`src/hdl/sc2a_pkg.sv`:
```
// shared types, key codes and layout tables for the scancode decoder
package sc2a_pkg;

   localparam int QUEUE_DEPTH = 2;
   localparam int QUEUE_PTR_W = $clog2(QUEUE_DEPTH);
   localparam int QUEUE_CNT_W = $clog2(QUEUE_DEPTH + 1);

   localparam logic [6:0] KEY_LSHIFT = 7'h2A;
   localparam logic [6:0] KEY_RSHIFT = 7'h36;
   localparam logic [6:0] KEY_LCTRL  = 7'h1D;
   localparam logic [6:0] KEY_BKSP   = 7'h0E;
   localparam logic [6:0] KEY_UP     = 7'h48;
   localparam logic [6:0] KEY_DOWN   = 7'h50;
   localparam logic [6:0] KEY_LEFT   = 7'h4B;
   localparam logic [6:0] KEY_RIGHT  = 7'h4D;

   localparam logic [6:0] CHAR_NONE    = 7'h00;
   localparam logic [6:0] CHAR_ESC     = 7'h1B;
   localparam logic [6:0] CHAR_BRACKET = 7'h5B;
   localparam logic [6:0] CHAR_BS      = 7'h08;
   localparam logic [6:0] CHAR_DC3     = 7'h13;
   localparam logic [6:0] CHAR_DC1     = 7'h11;
   localparam logic [6:0] CHAR_UP      = 7'h41;
   localparam logic [6:0] CHAR_DOWN    = 7'h42;
   localparam logic [6:0] CHAR_RIGHT   = 7'h43;
   localparam logic [6:0] CHAR_LEFT    = 7'h44;
   localparam logic [6:0] CHAR_S_LOWER = 7'h73;
   localparam logic [6:0] CHAR_S_UPPER = 7'h53;
   localparam logic [6:0] CHAR_Q_LOWER = 7'h71;
   localparam logic [6:0] CHAR_Q_UPPER = 7'h51;

   // one queued action: a single character, or an arrow escape run ending in ch
   typedef struct packed {
      logic       arrow;
      logic [6:0] ch;
   } queue_entry_type;

   typedef struct packed {
      logic            valid;
      queue_entry_type entry;
   } queue_push_type;

   typedef struct packed {
      logic full;
      logic empty;
   } queue_status_type;

   typedef enum logic [1:0] {
      BEAT_FIRST,
      BEAT_SECOND,
      BEAT_THIRD
   } back_beat_type;

   function automatic logic [6:0] plain_char(input logic [6:0] code);
      logic [7:0] c;
      c = 8'h00;
      case (code)
         7'h02: c = "1";
         7'h03: c = "2";
         7'h04: c = "3";
         7'h05: c = "4";
         7'h06: c = "5";
         7'h07: c = "6";
         7'h08: c = "7";
         7'h09: c = "8";
         7'h0A: c = "9";
         7'h0B: c = "0";
         7'h0C: c = "-";
         7'h0D: c = "=";
         7'h0F: c = "\t";
         7'h10: c = "q";
         7'h11: c = "w";
         7'h12: c = "e";
         7'h13: c = "r";
         7'h14: c = "t";
         7'h15: c = "y";
         7'h16: c = "u";
         7'h17: c = "i";
         7'h18: c = "o";
         7'h19: c = "p";
         7'h1A: c = "[";
         7'h1B: c = "]";
         7'h1C: c = "\n";
         7'h1E: c = "a";
         7'h1F: c = "s";
         7'h20: c = "d";
         7'h21: c = "f";
         7'h22: c = "g";
         7'h23: c = "h";
         7'h24: c = "j";
         7'h25: c = "k";
         7'h26: c = "l";
         7'h27: c = ";";
         7'h28: c = "'";
         7'h29: c = "#";
         7'h2B: c = "\\";
         7'h2C: c = "z";
         7'h2D: c = "x";
         7'h2E: c = "c";
         7'h2F: c = "v";
         7'h30: c = "b";
         7'h31: c = "n";
         7'h32: c = "m";
         7'h33: c = ",";
         7'h34: c = ".";
         7'h35: c = "/";
         7'h37: c = "*";
         7'h39: c = " ";
         default: c = 8'h00;
      endcase
      return c[6:0];
   endfunction

   function automatic logic [6:0] shift_char(input logic [6:0] code);
      logic [7:0] c;
      c = 8'h00;
      case (code)
         7'h02: c = "!";
         7'h03: c = "\"";
         7'h04: c = "#";
         7'h05: c = "$";
         7'h06: c = "%";
         7'h07: c = "^";
         7'h08: c = "&";
         7'h09: c = "*";
         7'h0A: c = "(";
         7'h0B: c = ")";
         7'h0C: c = "_";
         7'h0D: c = "+";
         7'h0F: c = "\t";
         7'h10: c = "Q";
         7'h11: c = "W";
         7'h12: c = "E";
         7'h13: c = "R";
         7'h14: c = "T";
         7'h15: c = "Y";
         7'h16: c = "U";
         7'h17: c = "I";
         7'h18: c = "O";
         7'h19: c = "P";
         7'h1A: c = "{";
         7'h1B: c = "}";
         7'h1C: c = "\n";
         7'h1E: c = "A";
         7'h1F: c = "S";
         7'h20: c = "D";
         7'h21: c = "F";
         7'h22: c = "G";
         7'h23: c = "H";
         7'h24: c = "J";
         7'h25: c = "K";
         7'h26: c = "L";
         7'h27: c = ":";
         7'h28: c = "@";
         7'h29: c = "~";
         7'h2B: c = "|";
         7'h2C: c = "Z";
         7'h2D: c = "X";
         7'h2E: c = "C";
         7'h2F: c = "V";
         7'h30: c = "B";
         7'h31: c = "N";
         7'h32: c = "M";
         7'h33: c = "<";
         7'h34: c = ">";
         7'h35: c = "?";
         7'h37: c = "*";
         7'h39: c = " ";
         default: c = 8'h00;
      endcase
      return c[6:0];
   endfunction

endpackage

```
`src/hdl/sc2a_front.sv`:
```
// front end: accepts scancode bytes, tracks modifier state and classifies each key
module sc2a_front (
   input  logic                      clock,
   input  logic                      reset,
   input  logic                      req_valid,
   output logic                      req_stall,
   input  logic [7:0]                req_scan_byte,
   input  sc2a_pkg::queue_status_type q_status,
   output sc2a_pkg::queue_push_type   q_push
);
   import sc2a_pkg::*;

   logic       shift_ff, shift_in;
   logic       ctrl_ff, ctrl_in;
   logic [7:0] prev_ff, prev_in;
   logic       accept;
   logic       release_key;
   logic [6:0] code;
   logic [6:0] looked_up;

   assign req_stall   = q_status.full;
   assign accept      = req_valid && !q_status.full;
   assign release_key = req_scan_byte[7];
   assign code        = req_scan_byte[6:0];
   assign looked_up   = shift_ff ? shift_char(code) : plain_char(code);

   always_comb begin
      shift_in  = shift_ff;
      ctrl_in   = ctrl_ff;
      prev_in   = prev_ff;
      q_push    = '0;
      if (accept) begin
         if (code == KEY_LSHIFT || code == KEY_RSHIFT) begin
            shift_in = !release_key;
         end else if (code == KEY_LCTRL) begin
            ctrl_in = !release_key;
         end else if (release_key) begin
            prev_in = 8'h00;
         end else if (req_scan_byte != prev_ff) begin
            prev_in = req_scan_byte;
            case (code)
               KEY_UP: begin
                  q_push = '{valid: 1'b1, entry: '{arrow: 1'b1, ch: CHAR_UP}};
               end
               KEY_DOWN: begin
                  q_push = '{valid: 1'b1, entry: '{arrow: 1'b1, ch: CHAR_DOWN}};
               end
               KEY_RIGHT: begin
                  q_push = '{valid: 1'b1, entry: '{arrow: 1'b1, ch: CHAR_RIGHT}};
               end
               KEY_LEFT: begin
                  q_push = '{valid: 1'b1, entry: '{arrow: 1'b1, ch: CHAR_LEFT}};
               end
               KEY_BKSP: begin
                  q_push = '{valid: 1'b1, entry: '{arrow: 1'b0, ch: CHAR_BS}};
               end
               default: begin
                  if (ctrl_ff) begin
                     // only s and q mean anything with ctrl held
                     if (looked_up == CHAR_S_LOWER || looked_up == CHAR_S_UPPER) begin
                        q_push = '{valid: 1'b1, entry: '{arrow: 1'b0, ch: CHAR_DC3}};
                     end else if (looked_up == CHAR_Q_LOWER || looked_up == CHAR_Q_UPPER) begin
                        q_push = '{valid: 1'b1, entry: '{arrow: 1'b0, ch: CHAR_DC1}};
                     end
                  end else if (looked_up != CHAR_NONE) begin
                     q_push = '{valid: 1'b1, entry: '{arrow: 1'b0, ch: looked_up}};
                  end
               end
            endcase
         end
      end
   end

   always_ff @(posedge clock) begin
      if (reset) begin
         shift_ff <= 1'b0;
         ctrl_ff  <= 1'b0;
         prev_ff  <= 8'h00;
      end else begin
         shift_ff <= shift_in;
         ctrl_ff  <= ctrl_in;
         prev_ff  <= prev_in;
      end
   end

endmodule

```
`src/hdl/sc2a_queue.sv`:
```
// short action queue between the front and back ends
module sc2a_queue (
   input  logic                       clock,
   input  logic                       reset,
   input  sc2a_pkg::queue_push_type   q_push,
   input  logic                       q_pop,
   output sc2a_pkg::queue_status_type q_status,
   output sc2a_pkg::queue_entry_type  q_head
);
   import sc2a_pkg::*;

   queue_entry_type           slot_ff [QUEUE_DEPTH];
   logic [QUEUE_PTR_W-1:0]    wr_ptr_ff, wr_ptr_in;
   logic [QUEUE_PTR_W-1:0]    rd_ptr_ff, rd_ptr_in;
   logic [QUEUE_CNT_W-1:0]    count_ff, count_in;
   logic                      do_pop;

   assign q_status.full  = (count_ff == QUEUE_CNT_W'(QUEUE_DEPTH));
   assign q_status.empty = (count_ff == '0);
   assign q_head         = slot_ff[rd_ptr_ff];
   assign do_pop         = q_pop && !q_status.empty;

   always_comb begin
      wr_ptr_in = wr_ptr_ff;
      rd_ptr_in = rd_ptr_ff;
      count_in  = count_ff;
      if (q_push.valid) begin
         wr_ptr_in = (wr_ptr_ff == QUEUE_PTR_W'(QUEUE_DEPTH - 1)) ? '0 : wr_ptr_ff + 1'b1;
      end
      if (do_pop) begin
         rd_ptr_in = (rd_ptr_ff == QUEUE_PTR_W'(QUEUE_DEPTH - 1)) ? '0 : rd_ptr_ff + 1'b1;
      end
      case ({q_push.valid, do_pop})
         2'b10:   count_in = count_ff + 1'b1;
         2'b01:   count_in = count_ff - 1'b1;
         default: count_in = count_ff;
      endcase
   end

   always_ff @(posedge clock) begin
      if (reset) begin
         wr_ptr_ff <= '0;
         rd_ptr_ff <= '0;
         count_ff  <= '0;
      end else begin
         wr_ptr_ff <= wr_ptr_in;
         rd_ptr_ff <= rd_ptr_in;
         count_ff  <= count_in;
      end
   end

   always_ff @(posedge clock) begin
      if (q_push.valid) begin
         slot_ff[wr_ptr_ff] <= q_push.entry;
      end
   end

endmodule

```
`src/hdl/sc2a_back.sv`:
```
// back end: expands queued actions into characters and holds the result register
module sc2a_back (
   input  logic                       clock,
   input  logic                       reset,
   input  sc2a_pkg::queue_status_type q_status,
   input  sc2a_pkg::queue_entry_type  q_head,
   output logic                       q_pop,
   output logic                       rsp_valid,
   input  logic                       rsp_stall,
   output logic [6:0]                 rsp_character,
   output logic                       rsp_last_of_run
);
   import sc2a_pkg::*;

   back_beat_type beat_ff, beat_in;
   logic          valid_ff, valid_in;
   logic [6:0]    char_ff, char_in;
   logic          last_ff, last_in;
   logic          load;

   assign load            = !valid_ff || !rsp_stall;
   assign rsp_valid       = valid_ff;
   assign rsp_character   = char_ff;
   assign rsp_last_of_run = last_ff;

   always_comb begin
      beat_in  = beat_ff;
      valid_in = valid_ff;
      char_in  = char_ff;
      last_in  = last_ff;
      q_pop    = 1'b0;
      if (load) begin
         valid_in = !q_status.empty;
         if (!q_status.empty) begin
            if (q_head.arrow) begin
               // escape, bracket, then the direction letter
               unique case (beat_ff)
                  BEAT_FIRST: begin
                     char_in = CHAR_ESC;
                     last_in = 1'b0;
                     beat_in = BEAT_SECOND;
                  end
                  BEAT_SECOND: begin
                     char_in = CHAR_BRACKET;
                     last_in = 1'b0;
                     beat_in = BEAT_THIRD;
                  end
                  BEAT_THIRD: begin
                     char_in = q_head.ch;
                     last_in = 1'b1;
                     beat_in = BEAT_FIRST;
                     q_pop   = 1'b1;
                  end
                  default: begin
                     beat_in = BEAT_FIRST;
                  end
               endcase
            end else begin
               char_in = q_head.ch;
               last_in = 1'b1;
               q_pop   = 1'b1;
            end
         end
      end
   end

   always_ff @(posedge clock) begin
      if (reset) begin
         beat_ff  <= BEAT_FIRST;
         valid_ff <= 1'b0;
      end else begin
         beat_ff  <= beat_in;
         valid_ff <= valid_in;
      end
   end

   always_ff @(posedge clock) begin
      char_ff <= char_in;
      last_ff <= last_in;
   end

endmodule

```
`src/hdl/scancode_to_ascii_decoder_top.sv`:
```
// set-1 scancode to ascii decoder: top level
// the first character of a byte goes through the action queue and then the
// result register before it shows on rsp_*
// throughput: one byte per cycle in unless the queue is full; one character per cycle
// out unless rsp_stall is high; an arrow key yields three characters, a plain key one
// the two-entry action queue decides when req_stall rises
// synchronous reset clears shift, ctrl, last make code, queue and result valid
module scancode_to_ascii_decoder_top (
   input  logic       clock,
   input  logic       reset,
   input  logic       req_valid,
   output logic       req_stall,
   input  logic [7:0] req_scan_byte,
   output logic       rsp_valid,
   input  logic       rsp_stall,
   output logic [6:0] rsp_character,
   output logic       rsp_last_of_run
);
   import sc2a_pkg::*;

   queue_push_type   q_push;
   queue_status_type q_status;
   queue_entry_type  q_head;
   logic             q_pop;

   sc2a_front u_front (
      .clock         (clock),
      .reset         (reset),
      .req_valid     (req_valid),
      .req_stall     (req_stall),
      .req_scan_byte (req_scan_byte),
      .q_status      (q_status),
      .q_push        (q_push)
   );

   sc2a_queue u_queue (
      .clock    (clock),
      .reset    (reset),
      .q_push   (q_push),
      .q_pop    (q_pop),
      .q_status (q_status),
      .q_head   (q_head)
   );

   sc2a_back u_back (
      .clock           (clock),
      .reset           (reset),
      .q_status        (q_status),
      .q_head          (q_head),
      .q_pop           (q_pop),
      .rsp_valid       (rsp_valid),
      .rsp_stall       (rsp_stall),
      .rsp_character   (rsp_character),
      .rsp_last_of_run (rsp_last_of_run)
   );

endmodule

```
`config.mk`:
```
export PLATFORM = sky130hd
export DESIGN_NAME = scancode_to_ascii_decoder_top
export DESIGN_NICKNAME = d
export VERILOG_FILES = /design/src/hdl/sc2a_pkg.sv /design/src/hdl/sc2a_front.sv /design/src/hdl/sc2a_queue.sv /design/src/hdl/sc2a_back.sv /design/src/hdl/scancode_to_ascii_decoder_top.sv
export SDC_FILE = /design/constraint.sdc
export NUM_CORES = 1
export LEC_CHECK = 0
export CORE_ASPECT_RATIO = 1.2
export CORE_UTILIZATION = 37
export CTS_CLUSTER_DIAMETER = 150
export DETAILED_ROUTE_END_ITERATION = 8
export DONT_BUFFER_PORTS = 1
export PLACE_DENSITY = 0.55
export SYNTH_ARGS = -nofsm -noshare
export SYNTH_HDL_FRONTEND = slang
export SYNTH_SLANG_ARGS = --single-unit
```
`constraint.sdc`:
```
create_clock -name clock -period 4.7 [get_ports clock]
set_clock_uncertainty 0.1 [all_clocks]
set_input_delay 0.94 -clock clock [delete_from_list [all_inputs] [get_ports clock]]
set_output_delay 0.94 -clock clock [all_outputs]
set_load 0.02 [all_outputs]
```
==> impl_metrics.csv <==
group,metric,value,unit
cells_and_area,n_antenna_cell,0,
clock_tree,htreeDepth,2,
setup_path,crit_arrival,4020,ps
logic_synthesis,yosys_most_used_dff,"edfxtp_1",
placed_design,io_buffers,0,
logic_synthesis,yosys.area_share.adder,7.10,%
timing,period_share,82.9,%
cells_and_area,finalNonFillerCells,463,
timing,finalSetupViolCount,0,
setup_path,worstPathMaxFanout,13,
clock_tree,postCtsSetupBuffers,0,
cells_and_area,final_area,3270,um^2
setup_path,path_class,"input port to flop",
clock_tree,numCtsBuffers,5,
timing,worst_pin_slew,634,ps
timing,finalHoldViolCount,0,
logic_synthesis,synth_most_common_cell,"nor2_1",
setup_path,reg2reg_depth,9,
setup_path,worstSetupStartpointType,"input port",
floorplan,dieWidth,86.5,um
floorplan,initial_core_util,38.7,%
logic_synthesis,synthMuxAreaShare,6.27,%
placed_design,gp_congestion,0.924,
detailed_routing,ant_nets,0,
grt,grt_util_met3,2.94,%
detailed_routing,via_per_inst,5.90,
cells_and_area,drive_gt1_share,6.59,%
floorplan,die_h,103,um
setup_path,end_kind,"flop",
pwr,p_per_area,328,nW/um^2
logic_synthesis,synthTopCellsByArea,"edfxtp_1 23%, dfxtp_1 11%, ha_1 7.1%",
timing,fin_crit,3890,ps
clock_tree,clock_sinks,41,
logic_synthesis,async_flop_share,0,%
hold_path,hold_class,"flop to flop",
hold_path,whs_path_depth,2,
timing,fin_hold_ws,367,ps
grt,grt_first_pass_wirelength,12.8,mm
clock_tree,cts_hold_buf,0,
logic_synthesis,ys_top_cells_by_count,"37 x nor2_1, 24 x edfxtp_1, 22 x nand2_1",
outcome,outcome,"finished, final reports clean",
grt,grt_usage,18.2,%
setup_path,cpPeakStageDelay,480,ps
pwr,p_leak,1.18,nW
cells_and_area,area_delta_synth_final,3.24,%
grt,grt_pass1_vias,2586,
placed_design,dp_hpwl,5.59,mm
setup_path,startpoint,"req_scan_byte[1]",
logic_synthesis,synth_area,3170,um^2
logic_synthesis,synth_top_cell_by_area,"edfxtp_1",
detailed_routing,wl_per_cell,16.8,um
grt,grt_max_degree,44,
hold_path,hp-start,"u_front.prev_ff[6]$_SDFFE_PP0P_",
timing,max_clock_freq,0.257,GHz
timing,drv_slew,0,
placed_design,postPlaceCellArea,3190,um^2
logic_synthesis,synth_top_area_share,22.7,%
timing,setup_tns,0,ps
logic_synthesis,synth_nets,394,
run,max-cap-violations,0,
detailed_routing,drt_iter0_markers,185,
logic_synthesis,synth-compound-area-share,20.2,%
logic_synthesis,synthCells,364,
clock_tree,ctsResizeCount,0,
clock_tree,tritoncts,"yes",
logic_synthesis,yosys_warnings,0,
floorplan,ios,22,
timing,rsz0062_at_grt,"false",
clock_tree,clk_path_buf_depth,2,
detailed_routing,drc,0,
setup_path,rrSetupSlack,1520,ps
pwr,p_total,1.07,mW
detailed_routing,dr.pass1.iters,5,
grt,antenna_found_initial,0,
pwr,peakVddDrop,0.107,mV
cells_and_area,final_nets,378,
floorplan,rows,36,
timing,slew_headroom,57.7,%
floorplan,die-area,8950,um^2
logic_synthesis,synth-edff-count,24,
setup_path,crit_required,4820,ps
logic_synthesis,synth_xor_area_share,2.76,%
logic_synthesis,seq_area_frac_synth,33.5,%
logic_synthesis,yosysUniqueCellTypes,65,
placed_design,dpl.cell_count,455,
grt,grt-busiest-layer,"met2",
detailed_routing,vias,2733,
clock_tree,root_buffer,"clkbuf_8",
detailed_routing,routed_wl,7.77,mm
setup_path,slowest_stage,"or4_1",
floorplan,core_area,8200,um^2
grt,use_met2,31.7,%
setup_path,crit_chain,"inv_1, ha_1, or2_4, and3_1, or4_1, o311ai_2, o21ai_2, o41ai_2, or2_2, ha_1, or3_1, a21oi_1",
grt,grt-ovfl-total,0,
setup_path,cpMostUsedCell,"ha_1",
setup_path,regToRegStartpoint,"u_front.shift_ff$_SDFFE_PP0P_",
logic_synthesis,synthSimpleGateAreaFrac,23.6,%
clock_tree,clk_latency,290,ps
clock_tree,clk_transition_reported_paths,80,ps
logic_synthesis,avgSynthCellArea,8.71,um^2
logic_synthesis,synth_top_family_by_area,"simple AND/OR/NAND/NOR gates",
logic_synthesis,ys_ff_latch,41,
grt,grt.met1_usage,21.7,%
## per-layer routing
metal	vias up	wire length, um
li1	1299	-
met1	1269	3110
met2	139	3830
met3	26	559
met4	0	269
met5	-	0
## final timing paths
| check | to |
|---|---|
| hold / removal | u_front.prev_ff[6]$_SDFFE_PP0P_ |
| setup reg to reg | u_queue.count_ff[1]$_SDFFE_PP0P_ |
| setup / recovery | u_queue.count_ff[1]$_SDFFE_PP0P_ |
| hold reg to reg | u_front.prev_ff[6]$_SDFFE_PP0P_ |
## sequential cells by signal (all words and copies together), names as in the netlist, 2 cells and up, named ones only
name                  count
u_front.prev_ff           7
u_queue.count_ff          2
u_back.beat_ff            2
u_back.rsp_character      7
u_queue.slot_ff          16
## power breakdown
part           switching [mW]  total, mW  internal [mW]
Sequential             0.0874      0.556          0.468
Combinational           0.173      0.294          0.122
Clock                   0.122      0.224          0.102
## worst max-delay path, delay by kind of cell
family          cells  cell delay (ps)
buf+inv             1              290
fa+ha+maj           2              600
compound gates      4              710
simple gates        5             1460
## area by class of cell
class / instances / area (um^2)
Sequential cell: 41 / 1060
Multi-Input combinational cell: 280 / 1900
Fill cell: 834 / 4920
Tap cell: 114 / 143
Clock inverter: 3 / 17.5
Inverter: 18 / 67.6
Clock buffer: 5 / 68.8
Timing Repair Buffer: 2 / 15.0
## cells in the final DEF, fill, tap and decap left out, drive strengths merged, types with 6 or more instances in the layout
master   n
a21oi   22
and3     6
edfxtp  24
nor2    37
or3      6
nor3    11
mux2i   12
dfxtp   17
ha      18
a31oi    7
nand3   12
inv     18
nand2b  15
nor2b   10
xor2     8
nand2   22
o21ai   21
## metrics by stage
stage / setup slack [ps] / util, %
3_3_place_gp: 556 / 38.9
3_5_place_dp: 526 / 38.9
4_1_cts: 817 / 39.9
6_report: 806 / 39.9
2_1_floorplan: 626 / -
5_1_grt: 628 / 39.9
## kinds of logic (layout without fill, tap and decap cells)
family	after synthesis	count (layout)
and+or+nand+nor	143	143
AOI/OAI and AO/OA	92	92
buffers and inverters	43	28
DFF	41	41
adders and majority gates	18	18
muxes	17	17
xor gates and xnor gates	10	10
No activity file was read; power rests on OpenSTA's default activity.
